[src/bcr_pkg.sv]
// Shared types and constants for the bank controller with real-time clock.
// Used by bcr_ctrl, bcr_div, bcr_dp and bank_controller_with_rtc_top.
package bcr_pkg;

  localparam int ROM_BANK_BYTES = 16384;
  localparam int RAM_BANK_BYTES = 8192;
  localparam int MEM_ADDR_W     = 21;

  // Bus function codes.
  localparam logic [1:0] FUNC_READ  = 2'd0;
  localparam logic [1:0] FUNC_WRITE = 2'd1;
  localparam logic [1:0] FUNC_TICK  = 2'd2;

  // Result target codes.
  localparam logic [1:0] TGT_LOCAL   = 2'd0;
  localparam logic [1:0] TGT_ROM_RD  = 2'd1;
  localparam logic [1:0] TGT_RAM_RD  = 2'd2;
  localparam logic [1:0] TGT_RAM_WR  = 2'd3;

  // Clock register select codes.
  localparam logic [2:0] RTC_SEC = 3'd0;
  localparam logic [2:0] RTC_MIN = 3'd1;
  localparam logic [2:0] RTC_HR  = 3'd2;
  localparam logic [2:0] RTC_DAY = 3'd3;
  localparam logic [2:0] RTC_CTL = 3'd4;

  localparam logic [3:0] RAM_EN_KEY   = 4'hA;
  localparam logic [6:0] ROM_BANK_MSK = 7'h7F;
  localparam logic [7:0] RAM_BANK_MAX = 8'h03;
  localparam logic [7:0] RTC_SEL_LO   = 8'h08;
  localparam logic [7:0] RTC_SEL_HI   = 8'h0C;
  localparam logic [7:0] LATCH_ONE    = 8'h01;
  localparam logic [7:0] SEC_MAX      = 8'h3B;
  localparam logic [7:0] HR_MAX       = 8'h17;
  localparam logic [7:0] HALT_MSK     = 8'h40;
  localparam logic [7:0] BYTE_ONES    = 8'hFF;

  // Latch arithmetic.
  localparam int PART_W    = 21;
  localparam int DAYP_W    = 25;
  localparam int TOTAL_W   = 33;
  localparam int REM_W     = 6;
  localparam logic [REM_W-1:0] DIV_SIXTY = 6'd60;
  localparam logic [REM_W-1:0] DIV_DAY   = 6'd24;
  localparam int SEC_PER_MIN = 60;
  localparam int SEC_PER_HR  = 3600;
  localparam int SEC_PER_DAY = 86400;

  // Reciprocal division: x/60 = ((x>>2) * ceil(2^35/15)) >> 35 and
  // x/24 = ((x>>3) * ceil(2^33/3)) >> 33, exact for a shifted operand below 2^31.
  localparam int MUL_A_W = 31;
  localparam int RECIP_W = 32;
  localparam int PROD_W  = MUL_A_W + RECIP_W;
  localparam logic [RECIP_W-1:0] RECIP_FIFTEEN = 32'h8888_8889;
  localparam logic [RECIP_W-1:0] RECIP_THREE   = 32'hAAAA_AAAB;
  localparam int SHIFT_FIFTEEN = 35;
  localparam int SHIFT_THREE   = 33;

  typedef struct packed {
    logic [1:0]  func;
    logic [15:0] address;
    logic [7:0]  write_data;
  } in_item_t;

  typedef struct packed {
    logic [1:0]            target;
    logic [MEM_ADDR_W-1:0] mem_address;
    logic [7:0]            data;
  } out_item_t;

  typedef enum logic [9:0] {
    ST_IDLE    = 10'b00_0000_0001,
    ST_EXEC    = 10'b00_0000_0010,
    ST_SUM     = 10'b00_0000_0100,
    ST_LD_SEC  = 10'b00_0000_1000,
    ST_DIV_SEC = 10'b00_0001_0000,
    ST_LD_MIN  = 10'b00_0010_0000,
    ST_DIV_MIN = 10'b00_0100_0000,
    ST_LD_HR   = 10'b00_1000_0000,
    ST_DIV_HR  = 10'b01_0000_0000,
    ST_COMMIT  = 10'b10_0000_0000
  } state_t;

  typedef struct packed {
    logic capture;
    logic exec;
    logic sum;
    logic ld_sec;
    logic ld_min;
    logic ld_hr;
    logic step;
    logic commit;
    logic emit;
  } cmd_t;

  typedef struct packed {
    logic latch_go;
    logic div_done;
  } sts_t;

endpackage

[src/bank_controller_with_rtc_top.sv]
// Cartridge bank controller with real-time clock: top level; uses bcr_pkg, bcr_ctrl, bcr_dp.
// A beat is captured from in_item while idle, executed in the next state, and its result is
//   strobed on out_ from a register; the next beat is taken at the edge that accepts that result.
// A firing clock latch keeps busy high through the sum, three reciprocal divisions,
//   each behind a load state, and the write-back; no new beat is taken until it ends.
// Reset (rst_n low, synchronous): ROM bank 1, mapper and clock state cleared, no strobe; receiver never stalls.
module bank_controller_with_rtc_top #(
  parameter int ROM_BANK_BYTES = bcr_pkg::ROM_BANK_BYTES,
  parameter int RAM_BANK_BYTES = bcr_pkg::RAM_BANK_BYTES
) (
  input  logic                clk,
  input  logic                rst_n,
  input  logic                start,
  input  bcr_pkg::in_item_t   in_item,
  output logic                busy,
  output logic                out_valid,
  output bcr_pkg::out_item_t  out_item
);

  // Command and status between the sequencer and the datapath.
  bcr_pkg::cmd_t cmd;
  bcr_pkg::sts_t sts;

  // Sequencer: capture a beat when idle, then execute it; a firing latch
  // walks through the sum, three divider passes and the write-back.
  bcr_ctrl u_ctrl (
    .clk   (clk),
    .rst_n (rst_n),
    .start (start),
    .sts   (sts),
    .cmd   (cmd),
    .busy  (busy)
  );

  // Datapath: hold the mapper and clock state, map addresses, answer reads
  // locally and drive the registered result beat.
  bcr_dp #(
    .ROM_BANK_BYTES (ROM_BANK_BYTES),
    .RAM_BANK_BYTES (RAM_BANK_BYTES)
  ) u_dp (
    .clk       (clk),
    .rst_n     (rst_n),
    .cmd       (cmd),
    .in_item   (in_item),
    .sts       (sts),
    .out_valid (out_valid),
    .out_item  (out_item)
  );

endmodule

[src/bcr_ctrl.sv]
// Sequencer for the bank controller: accepts beats and steps the latch pass.
// Depends on bcr_pkg.
module bcr_ctrl (
  input  logic          clk,
  input  logic          rst_n,
  input  logic          start,
  input  bcr_pkg::sts_t sts,
  output bcr_pkg::cmd_t cmd,
  output logic          busy
);

  bcr_pkg::state_t state_r, state_nxt;

  always_ff @(posedge clk) begin
    if (!rst_n) begin
      state_r <= bcr_pkg::ST_IDLE;
    end else begin
      state_r <= state_nxt;
    end
  end

  always_comb begin
    state_nxt = state_r;
    case (state_r)
      bcr_pkg::ST_IDLE: begin
        if (start) state_nxt = bcr_pkg::ST_EXEC;
      end
      bcr_pkg::ST_EXEC: begin
        state_nxt = sts.latch_go ? bcr_pkg::ST_SUM : bcr_pkg::ST_IDLE;
      end
      bcr_pkg::ST_SUM:    state_nxt = bcr_pkg::ST_LD_SEC;
      bcr_pkg::ST_LD_SEC: state_nxt = bcr_pkg::ST_DIV_SEC;
      bcr_pkg::ST_DIV_SEC: begin
        if (sts.div_done) state_nxt = bcr_pkg::ST_LD_MIN;
      end
      bcr_pkg::ST_LD_MIN: state_nxt = bcr_pkg::ST_DIV_MIN;
      bcr_pkg::ST_DIV_MIN: begin
        if (sts.div_done) state_nxt = bcr_pkg::ST_LD_HR;
      end
      bcr_pkg::ST_LD_HR: state_nxt = bcr_pkg::ST_DIV_HR;
      bcr_pkg::ST_DIV_HR: begin
        if (sts.div_done) state_nxt = bcr_pkg::ST_COMMIT;
      end
      bcr_pkg::ST_COMMIT: state_nxt = bcr_pkg::ST_IDLE;
      default:            state_nxt = bcr_pkg::ST_IDLE;
    endcase
  end

  assign busy = (state_r != bcr_pkg::ST_IDLE);

  always_comb begin
    cmd.capture = start && (state_r == bcr_pkg::ST_IDLE);
    cmd.exec    = (state_r == bcr_pkg::ST_EXEC);
    cmd.sum     = (state_r == bcr_pkg::ST_SUM);
    cmd.ld_sec  = (state_r == bcr_pkg::ST_LD_SEC);
    cmd.ld_min  = (state_r == bcr_pkg::ST_LD_MIN);
    cmd.ld_hr   = (state_r == bcr_pkg::ST_LD_HR);
    cmd.step    = (state_r == bcr_pkg::ST_DIV_SEC) || (state_r == bcr_pkg::ST_DIV_MIN) ||
                  (state_r == bcr_pkg::ST_DIV_HR);
    cmd.commit  = (state_r == bcr_pkg::ST_COMMIT);
    cmd.emit    = (cmd.exec && !sts.latch_go) || cmd.commit;
  end

endmodule

[src/bcr_div.sv]
// Divider by a small constant (60 or 24) through reciprocal multiplication:
// the first step registers the product, the second reads out quotient and remainder.
// Depends on bcr_pkg.
module bcr_div (
  input  logic                              clk,
  input  logic                              rst_n,
  input  logic                              load,
  input  logic                              sel_day,
  input  logic                              step,
  input  logic [bcr_pkg::TOTAL_W-1:0]       dividend,
  output logic                              done,
  output logic [bcr_pkg::TOTAL_W-1:0]       quot,
  output logic [bcr_pkg::REM_W-1:0]         rem
);

  logic [bcr_pkg::TOTAL_W-1:0] x_r;
  logic                        day_r;
  logic                        ph_r;
  logic [bcr_pkg::PROD_W-1:0]  prod_r;
  logic [bcr_pkg::MUL_A_W-1:0] mul_a;
  logic [bcr_pkg::RECIP_W-1:0] mul_b;
  logic [bcr_pkg::REM_W-1:0]   dvs;
  logic [bcr_pkg::REM_W-1:0]   qd;

  always_ff @(posedge clk) begin
    if (!rst_n) begin
      ph_r <= 1'b0;
    end else if (load) begin
      ph_r <= 1'b0;
    end else if (step) begin
      ph_r <= 1'b1;
    end
  end

  // Drop the low bits of 60 or 24 first, then multiply by the reciprocal.
  assign mul_a = day_r ? {1'b0, x_r[bcr_pkg::TOTAL_W-1:3]} : x_r[bcr_pkg::TOTAL_W-1:2];
  assign mul_b = day_r ? bcr_pkg::RECIP_THREE : bcr_pkg::RECIP_FIFTEEN;

  always_ff @(posedge clk) begin
    if (load) begin
      x_r   <= dividend;
      day_r <= sel_day;
    end
    if (step && !ph_r) begin
      prod_r <= bcr_pkg::PROD_W'(mul_a) * bcr_pkg::PROD_W'(mul_b);
    end
  end

  assign quot = day_r ? bcr_pkg::TOTAL_W'(prod_r >> bcr_pkg::SHIFT_THREE)
                      : bcr_pkg::TOTAL_W'(prod_r >> bcr_pkg::SHIFT_FIFTEEN);

  // The remainder is below 64, so the low bits of x - q*d are enough.
  assign dvs  = day_r ? bcr_pkg::DIV_DAY : bcr_pkg::DIV_SIXTY;
  assign qd   = quot[bcr_pkg::REM_W-1:0] * dvs;
  assign rem  = x_r[bcr_pkg::REM_W-1:0] - qd;

  assign done = step && ph_r;

endmodule

[src/bcr_dp.sv]
// Datapath: mapper state, clock registers, elapsed counter, result register.
// Depends on bcr_pkg and bcr_div.
module bcr_dp #(
  parameter int ROM_BANK_BYTES = bcr_pkg::ROM_BANK_BYTES,
  parameter int RAM_BANK_BYTES = bcr_pkg::RAM_BANK_BYTES
) (
  input  logic                clk,
  input  logic                rst_n,
  input  bcr_pkg::cmd_t       cmd,
  input  bcr_pkg::in_item_t   in_item,
  output bcr_pkg::sts_t       sts,
  output logic                out_valid,
  output bcr_pkg::out_item_t  out_item
);

  localparam int ROM_OFS_W = $clog2(ROM_BANK_BYTES);
  localparam int RAM_OFS_W = $clog2(RAM_BANK_BYTES);

  bcr_pkg::in_item_t  item_r;
  bcr_pkg::out_item_t out_item_r, out_nxt;
  logic               out_valid_r;

  logic [6:0]  rom_bank_r, rom_bank_nxt;
  logic        ram_en_r, ram_en_nxt;
  logic        rtc_mode_r, rtc_mode_nxt;
  logic [1:0]  ram_bank_r, ram_bank_nxt;
  logic [2:0]  rtc_idx_r, rtc_idx_nxt;
  logic        last_one_r, last_one_nxt;
  logic        halted_r, halted_nxt;
  logic [7:0]  sec_r, sec_nxt;
  logic [7:0]  min_r, min_nxt;
  logic [7:0]  hr_r, hr_nxt;
  logic [7:0]  day_r, day_nxt;
  logic [7:0]  ctl_r, ctl_nxt;
  logic [31:0] elapsed_r, elapsed_nxt;

  logic [bcr_pkg::PART_W-1:0]  part_r;
  logic [bcr_pkg::DAYP_W-1:0]  dayp_r;
  logic [bcr_pkg::TOTAL_W-1:0] div_in, quot;
  logic [bcr_pkg::REM_W-1:0]   rem;
  logic                        div_done;
  logic [7:0]                  rtc_rd;
  logic [7:0]                  wv;
  logic [2:0]                  region;
  logic                        in_ram_win;

  bcr_div u_div (
    .clk      (clk),
    .rst_n    (rst_n),
    .load     (cmd.ld_sec || cmd.ld_min || cmd.ld_hr),
    .sel_day  (cmd.ld_hr),
    .step     (cmd.step),
    .dividend (div_in),
    .done     (div_done),
    .quot     (quot),
    .rem      (rem)
  );

  assign div_in = cmd.ld_sec
      ? bcr_pkg::TOTAL_W'(elapsed_r) + bcr_pkg::TOTAL_W'(part_r) + bcr_pkg::TOTAL_W'(dayp_r)
      : quot;

  assign wv         = item_r.write_data;
  assign region     = item_r.address[15:13];
  assign in_ram_win = (region == 3'b101);

  always_comb begin
    case (rtc_idx_r)
      bcr_pkg::RTC_SEC: rtc_rd = sec_r;
      bcr_pkg::RTC_MIN: rtc_rd = min_r;
      bcr_pkg::RTC_HR:  rtc_rd = hr_r;
      bcr_pkg::RTC_DAY: rtc_rd = day_r;
      bcr_pkg::RTC_CTL: rtc_rd = ctl_r;
      default:          rtc_rd = bcr_pkg::BYTE_ONES;
    endcase
  end

  assign sts.latch_go = (item_r.func == bcr_pkg::FUNC_WRITE) && (region == 3'b011) &&
                        (wv == bcr_pkg::LATCH_ONE) && !last_one_r && !halted_r;
  assign sts.div_done = div_done;

  always_comb begin
    rom_bank_nxt = rom_bank_r;
    ram_en_nxt   = ram_en_r;
    rtc_mode_nxt = rtc_mode_r;
    ram_bank_nxt = ram_bank_r;
    rtc_idx_nxt  = rtc_idx_r;
    last_one_nxt = last_one_r;
    halted_nxt   = halted_r;
    sec_nxt      = sec_r;
    min_nxt      = min_r;
    hr_nxt       = hr_r;
    day_nxt      = day_r;
    ctl_nxt      = ctl_r;
    elapsed_nxt  = elapsed_r;
    out_nxt      = '0;

    if (cmd.exec) begin
      case (item_r.func)
        bcr_pkg::FUNC_READ: begin
          if (item_r.address[15:14] == 2'b00) begin
            out_nxt.target      = bcr_pkg::TGT_ROM_RD;
            out_nxt.mem_address = bcr_pkg::MEM_ADDR_W'(item_r.address);
          end else if (item_r.address[15:14] == 2'b01) begin
            out_nxt.target      = bcr_pkg::TGT_ROM_RD;
            out_nxt.mem_address = bcr_pkg::MEM_ADDR_W'(
                {rom_bank_r, item_r.address[ROM_OFS_W-1:0]});
          end else if (in_ram_win) begin
            if (!ram_en_r) begin
              out_nxt.data = bcr_pkg::BYTE_ONES;
            end else if (!rtc_mode_r) begin
              out_nxt.target      = bcr_pkg::TGT_RAM_RD;
              out_nxt.mem_address = bcr_pkg::MEM_ADDR_W'(
                  {ram_bank_r, item_r.address[RAM_OFS_W-1:0]});
            end else begin
              out_nxt.data = rtc_rd;
            end
          end
        end
        bcr_pkg::FUNC_WRITE: begin
          case (region)
            3'b000: ram_en_nxt = (wv[3:0] == bcr_pkg::RAM_EN_KEY);
            3'b001: begin
              rom_bank_nxt = (wv[6:0] & bcr_pkg::ROM_BANK_MSK) == 7'd0 ? 7'd1
                                                                       : wv[6:0];
            end
            3'b010: begin
              if (wv <= bcr_pkg::RAM_BANK_MAX) begin
                rtc_mode_nxt = 1'b0;
                ram_bank_nxt = wv[1:0];
              end else if (wv >= bcr_pkg::RTC_SEL_LO && wv <= bcr_pkg::RTC_SEL_HI) begin
                rtc_mode_nxt = 1'b1;
                rtc_idx_nxt  = wv[2:0];
              end
            end
            3'b011: last_one_nxt = (wv == bcr_pkg::LATCH_ONE);
            3'b101: begin
              if (ram_en_r) begin
                if (!rtc_mode_r) begin
                  out_nxt.target      = bcr_pkg::TGT_RAM_WR;
                  out_nxt.mem_address = bcr_pkg::MEM_ADDR_W'(
                      {ram_bank_r, item_r.address[RAM_OFS_W-1:0]});
                  out_nxt.data        = wv;
                end else if (rtc_idx_r <= bcr_pkg::RTC_CTL) begin
                  elapsed_nxt = '0;
                  case (rtc_idx_r)
                    bcr_pkg::RTC_SEC: sec_nxt = (wv > bcr_pkg::SEC_MAX) ? bcr_pkg::SEC_MAX : wv;
                    bcr_pkg::RTC_MIN: min_nxt = (wv > bcr_pkg::SEC_MAX) ? bcr_pkg::SEC_MAX : wv;
                    bcr_pkg::RTC_HR:  hr_nxt  = (wv > bcr_pkg::HR_MAX) ? bcr_pkg::HR_MAX : wv;
                    bcr_pkg::RTC_DAY: day_nxt = wv;
                    default: begin
                      halted_nxt = (wv & bcr_pkg::HALT_MSK) != 8'd0;
                      ctl_nxt    = wv & bcr_pkg::HALT_MSK;
                    end
                  endcase
                end
              end
            end
            default: ;
          endcase
        end
        bcr_pkg::FUNC_TICK: begin
          if (elapsed_r != 32'hFFFF_FFFF) elapsed_nxt = elapsed_r + 32'd1;
        end
        default: ;
      endcase
    end

    // Latch pass: store each remainder as its division finishes.
    if (cmd.ld_min) sec_nxt = 8'(rem);
    if (cmd.ld_hr)  min_nxt = 8'(rem);
    if (cmd.commit) begin
      hr_nxt      = 8'(rem);
      day_nxt     = '0;
      ctl_nxt     = '0;
      elapsed_nxt = '0;
    end
  end

  always_ff @(posedge clk) begin
    if (!rst_n) begin
      rom_bank_r  <= 7'd1;
      ram_en_r    <= 1'b0;
      rtc_mode_r  <= 1'b0;
      ram_bank_r  <= '0;
      rtc_idx_r   <= '0;
      last_one_r  <= 1'b0;
      halted_r    <= 1'b0;
      sec_r       <= '0;
      min_r       <= '0;
      hr_r        <= '0;
      day_r       <= '0;
      ctl_r       <= '0;
      elapsed_r   <= '0;
      out_valid_r <= 1'b0;
    end else begin
      rom_bank_r  <= rom_bank_nxt;
      ram_en_r    <= ram_en_nxt;
      rtc_mode_r  <= rtc_mode_nxt;
      ram_bank_r  <= ram_bank_nxt;
      rtc_idx_r   <= rtc_idx_nxt;
      last_one_r  <= last_one_nxt;
      halted_r    <= halted_nxt;
      sec_r       <= sec_nxt;
      min_r       <= min_nxt;
      hr_r        <= hr_nxt;
      day_r       <= day_nxt;
      ctl_r       <= ctl_nxt;
      elapsed_r   <= elapsed_nxt;
      out_valid_r <= cmd.emit;
    end
  end

  always_ff @(posedge clk) begin
    if (cmd.capture) item_r <= in_item;
    if (cmd.emit) out_item_r <= out_nxt;
    if (cmd.sum) begin
      part_r <= bcr_pkg::PART_W'(sec_r) +
                bcr_pkg::PART_W'(min_r) * bcr_pkg::PART_W'(bcr_pkg::SEC_PER_MIN) +
                bcr_pkg::PART_W'(hr_r) * bcr_pkg::PART_W'(bcr_pkg::SEC_PER_HR);
      dayp_r <= bcr_pkg::DAYP_W'(day_r) * bcr_pkg::DAYP_W'(bcr_pkg::SEC_PER_DAY);
    end
  end

  assign out_valid = out_valid_r;
  assign out_item  = out_item_r;

endmodule

[config.mk]
export PLATFORM = sky130hd
export DESIGN_NAME = bank_controller_with_rtc_top
export DESIGN_NICKNAME = d
export VERILOG_FILES = /design/src/bcr_pkg.sv /design/src/bank_controller_with_rtc_top.sv /design/src/bcr_ctrl.sv /design/src/bcr_div.sv /design/src/bcr_dp.sv
export SDC_FILE = /design/constraint.sdc
export NUM_CORES = 2
export LEC_CHECK = 0
export BUFFER_PORTS_ARGS = -buffer_cell sky130_fd_sc_hd__buf_4
export CAP_MARGIN = 20
export CORE_AREA = 2 2 346 245
export CTS_CLUSTER_SIZE = 24
export DETAILED_ROUTE_END_ITERATION = 8
export DIE_AREA = 0 0 348 247
export PLACE_DENSITY_LB_ADDON = 0.15
export SLEW_MARGIN = 20
export SYNTH_ARGS = -nofsm -noshare
export SYNTH_HDL_FRONTEND = slang
export SYNTH_HIERARCHICAL = 1
export SYNTH_SLANG_ARGS = --single-unit
[constraint.sdc]
create_clock -name clk -period 8.9 [get_ports clk]
set_input_delay 1.78 -clock clk [delete_from_list [all_inputs] [get_ports clk]]
set_output_delay 1.78 -clock clk [all_outputs]
set_load 0.02 [all_outputs]
==> summary.md <==
| Metric | Value |
|---|---|
| Largest net degree at the start of global routing | between 40 and 50 |
| Worst setup EP type | flop |
| Worst path arrival time | between 8000 and 9000 ps |
| Final Hold Viols | 0 |
| All-Layer GR Usage | between 10% and 20% |
| R2R cell count | 25 |
| Overflow after GRT | 0 |
| Die width | 348 um |
| Hold-fix buffers at CTS | 0 |
| Synth unique cells | 98 |
| Reg2reg end | u_dp/u_div/prod_r[58] |
| Post-synthesis sequential area ratio | 22.5% |
| Pwr per Cell Area | approximately 88 nW/um^2 |
| Final hold slack | around 460 ps |
| Post-DP HPWL | 69.9 mm |
| Ant. Diodes | 0 |
| Outcome | complete, no violations |
| Leakage | between 0.015 and 0.02 uW |
| Cts bufs inserted | 26 |
| Slew margin rel. | 33.6% |
| Synth cell count leaders | 495 x inv_1, 472 x ha_1, 302 x fa_1 |
| Pins over their slew limit | 0 |
| Worst Hold Launch | u_dp/rom_bank_r[1] |
| Setup violators final | 0 |
| Setup Skew | 27.1 ps |
| Most instantiated library cell after synthesis | inv_1 |
| Site Rows | between 80 and 90 |
| Clk Latency, worst-skew pair | between 500 and 600 ps |
| Min Tclk post-route | 8500 ps |
| Nets | between 3k and 4k |
| Layout cell share with drive strength beyond 1 | under 10% |
| Total wire length | between 80 and 90 mm |
| CTS H-Tree Depth | 1 |
| Antenna Nets Post-Route | 0 |
| Core box area | around 83000 um^2 |
| Root Driver | clkbuf_16 |
| Fmax | approximately 120 MHz |
| Synth top area share | between 20 and 25% |
| Launch point of the worst path | u_dp/u_div/day_r |
| Most used cell, CP | fa_1 |
| Register-to-register setup slack | 400 ps |
| IO buf count | between 60 and 70 |
| Unrepaired setup endpoints after global routing | false |
| CP endpoint | u_dp/u_div/prod_r[58] |
| Iteration-0 DRC Markers | roughly 1.5k |
| Clock-pin transition on the worst setup and hold timing paths | 70 ps |
| Global-route wire length before repair | 128 mm |
| Starting density of the core | 35.6% |
| Post-Syn Instances | 2968 |
| Max rail drop VDD | 138 uV |
| Worst reg2reg startpoint | u_dp/u_div/day_r |
| Mapped Area | 29600 um^2 |
| Crit Path Category | flop to flop |
| # IOs | a little over 60 |
| Worst endpoint required time | 9200 ps |
| Dominant cell type by area after synthesis | fa_1 |
| Number of synthesized register bits | about 250 |
| CP bufs+invs | 5 |
| Crit Path Max Fanout | 12 |
| Slowest CP cell | fa_1 |
| Final GP Congestion | 0.917 |
| Clock Tree Buf Depth | 3 |
| Syn-to-layout area delta | 9.03% |
| Asr flop ratio synth | 0% |
| Final worst-path cycle share | 95.5% |
| Setup TNS | 0 ps |
| Max cap viols | 0 |
| Critical path's top delay family | adder cells |
| WL per Instance | about 20 um |
| Vias | 21.3k |
| Vias in the first global route | 21.3k |
| Worst hold path type | flop to flop |
| Synth Flop Type | edfxtp_1 |
| Yosys warns | 6 |
| Clock sinks | ~250 |
| Pre-antenna DRT Iters | 5 |
| TritonCTS clock tree | built |
| CP Depth | 25 |
| Initial antenna violation count | 1 |
| Startpoint Class | flop |
| Total die area | between 80000 and 90000 um^2 |
| # DRC | 0 |
| Synth area leaders | fa_1 20%, ha_1 20%, edfxtp_1 16% |
| Die height | 247 um |
| Via/cell ratio | around 5.2 |
| Syn_area_per_cell | between 9 and 10 um^2 |
| CP max stage delay | 620 ps |
| Slew @ Worst Pin | slightly below 1000 ps |
| Post-synth EDFFs | 160 |
worst min path at each step:
stage / endpoint / cells after the start
finish: u_dp/rom_bank_r[1] / 2
global route: u_dp/rom_bank_r[1] / 2
CTS: u_dp/rom_bank_r[1] / 2
detailed placement: u_dp/rom_bank_r[1] / 2
global placement: u_dp/rom_bank_r[1] / 2
floorplan: u_dp/part_r[0] / 0
report_power, final:
| group | total [uW] | switching [uW] | internal [uW] |
|---|---|---|---|
| sequential | 1280 | 19.9 | 1270 |
| combinational | 312 | 189 | 124 |
| clock | 1260 | 505 | 752 |
| total | 2850 | 713 | 2140 |
per-layer routing:
layer	vias up	wire [um]	global-route usage, %
met5	-	0	0
met3	51	5630	4.38
li1	10212	-	-
met4	0	804	2.22
met2	511	30100	24.9
met1	10530	45400	32.0
timing repair:
item / 4_1_cts / 5_1_grt
endpoints found under the setup margin: 0 / 16
gates resized for setup: 0 / 4
buffers inserted: 0 / 3
registers in the layout, indices dropped and copies added (netlist names), 2 cells and up:
register,count
u_dp/day_r,8
u_dp/u_div/x_r,33
u_dp/sec_r,8
u_ctrl/state_r,10
u_dp/rtc_idx_r,3
u_dp/wv,8
u_dp/u_div/prod_r,30
u_dp/part_r,21
u_dp/min_r,8
u_dp/ram_bank_r,2
u_dp/dayp_r,18
u_dp/hr_r,8
u_dp/rom_bank_r,7
u_dp/out_item,31
u_dp/elapsed_r,32
u_dp/item_r,18
layout by cell type (no fill, tap or decap), types with 9 or more instances in the layout:
cell       count
a211oi_1      22
mux2i_1       31
nor2b_1       37
fa_1         302
nand3b_1      15
nor3_1        39
mux2_2        37
buf_4         86
edfxtp_1     160
and2_1        74
o211ai_1      12
o21bai_1      16
a21o_1        76
a21boi_0       9
xor2_1        57
nor2_1       147
o21ai_0      109
nand2b_1      17
dfxtp_1       93
a21oi_1      143
and3_1        25
clkbuf_16     26
nand4_1       39
nand2_1      140
xnor2_1       83
o31ai_1       10
nor4_1        15
ha_1         472
inv_1        494
nand3_1       39
a31oi_1       14
o21a_1        19
per-stage QoR:
| stage | worst slack (ps) | total power (uW) | std cells | util, % | cell area, um^2 |
|---|---|---|---|---|---|
| final | 400 | 2850 | 4119 | 38.8 | 32300 |
| after floorplan | 1160 | 1530 | 2972 | - | 29600 |
| after CTS | 101 | 2900 | 4116 | 38.7 | 32200 |
| after detailed placement | 157 | 1620 | 4068 | 37.6 | 31300 |
| after global routing | 68.9 | 2980 | 4119 | 38.8 | 32300 |
| after global placement | 216 | 1620 | 4068 | 37.6 | 31300 |
logic make-up (layout without fill, tap and decap cells):
kind of cell	after synthesis	after routing	synth area share, %
flops	253	253	22.5
other cells	2	6	0.0254
mux	69	69	2.53
xor+xnor	140	140	4.14
buf+inv	575	630	7.57
compound gates	512	512	11.5
simple gates	643	643	11.4
fa+ha+maj	774	774	40.4
area by class of cell:
cell class	instances	area, um^2
tap	1092	1370
inverter	495	1860
multi-input combinational	2144	20800
fill	8303	50900
timing repair buffer	87	666
clock buffer	30	676
sequential	253	6670
clock inverter	18	288
worst register-to-register path: cells and delay by family (launching register included):
family / cells / cell delay, ps
compound gates: 7 / 2190
buf+inv: 5 / 560
flops: 1 / 450
simple gates: 3 / 550
fa+ha+maj: 9 / 4330
xor+xnor: 1 / 160
No activity file was read; power rests on OpenSTA's default activity.
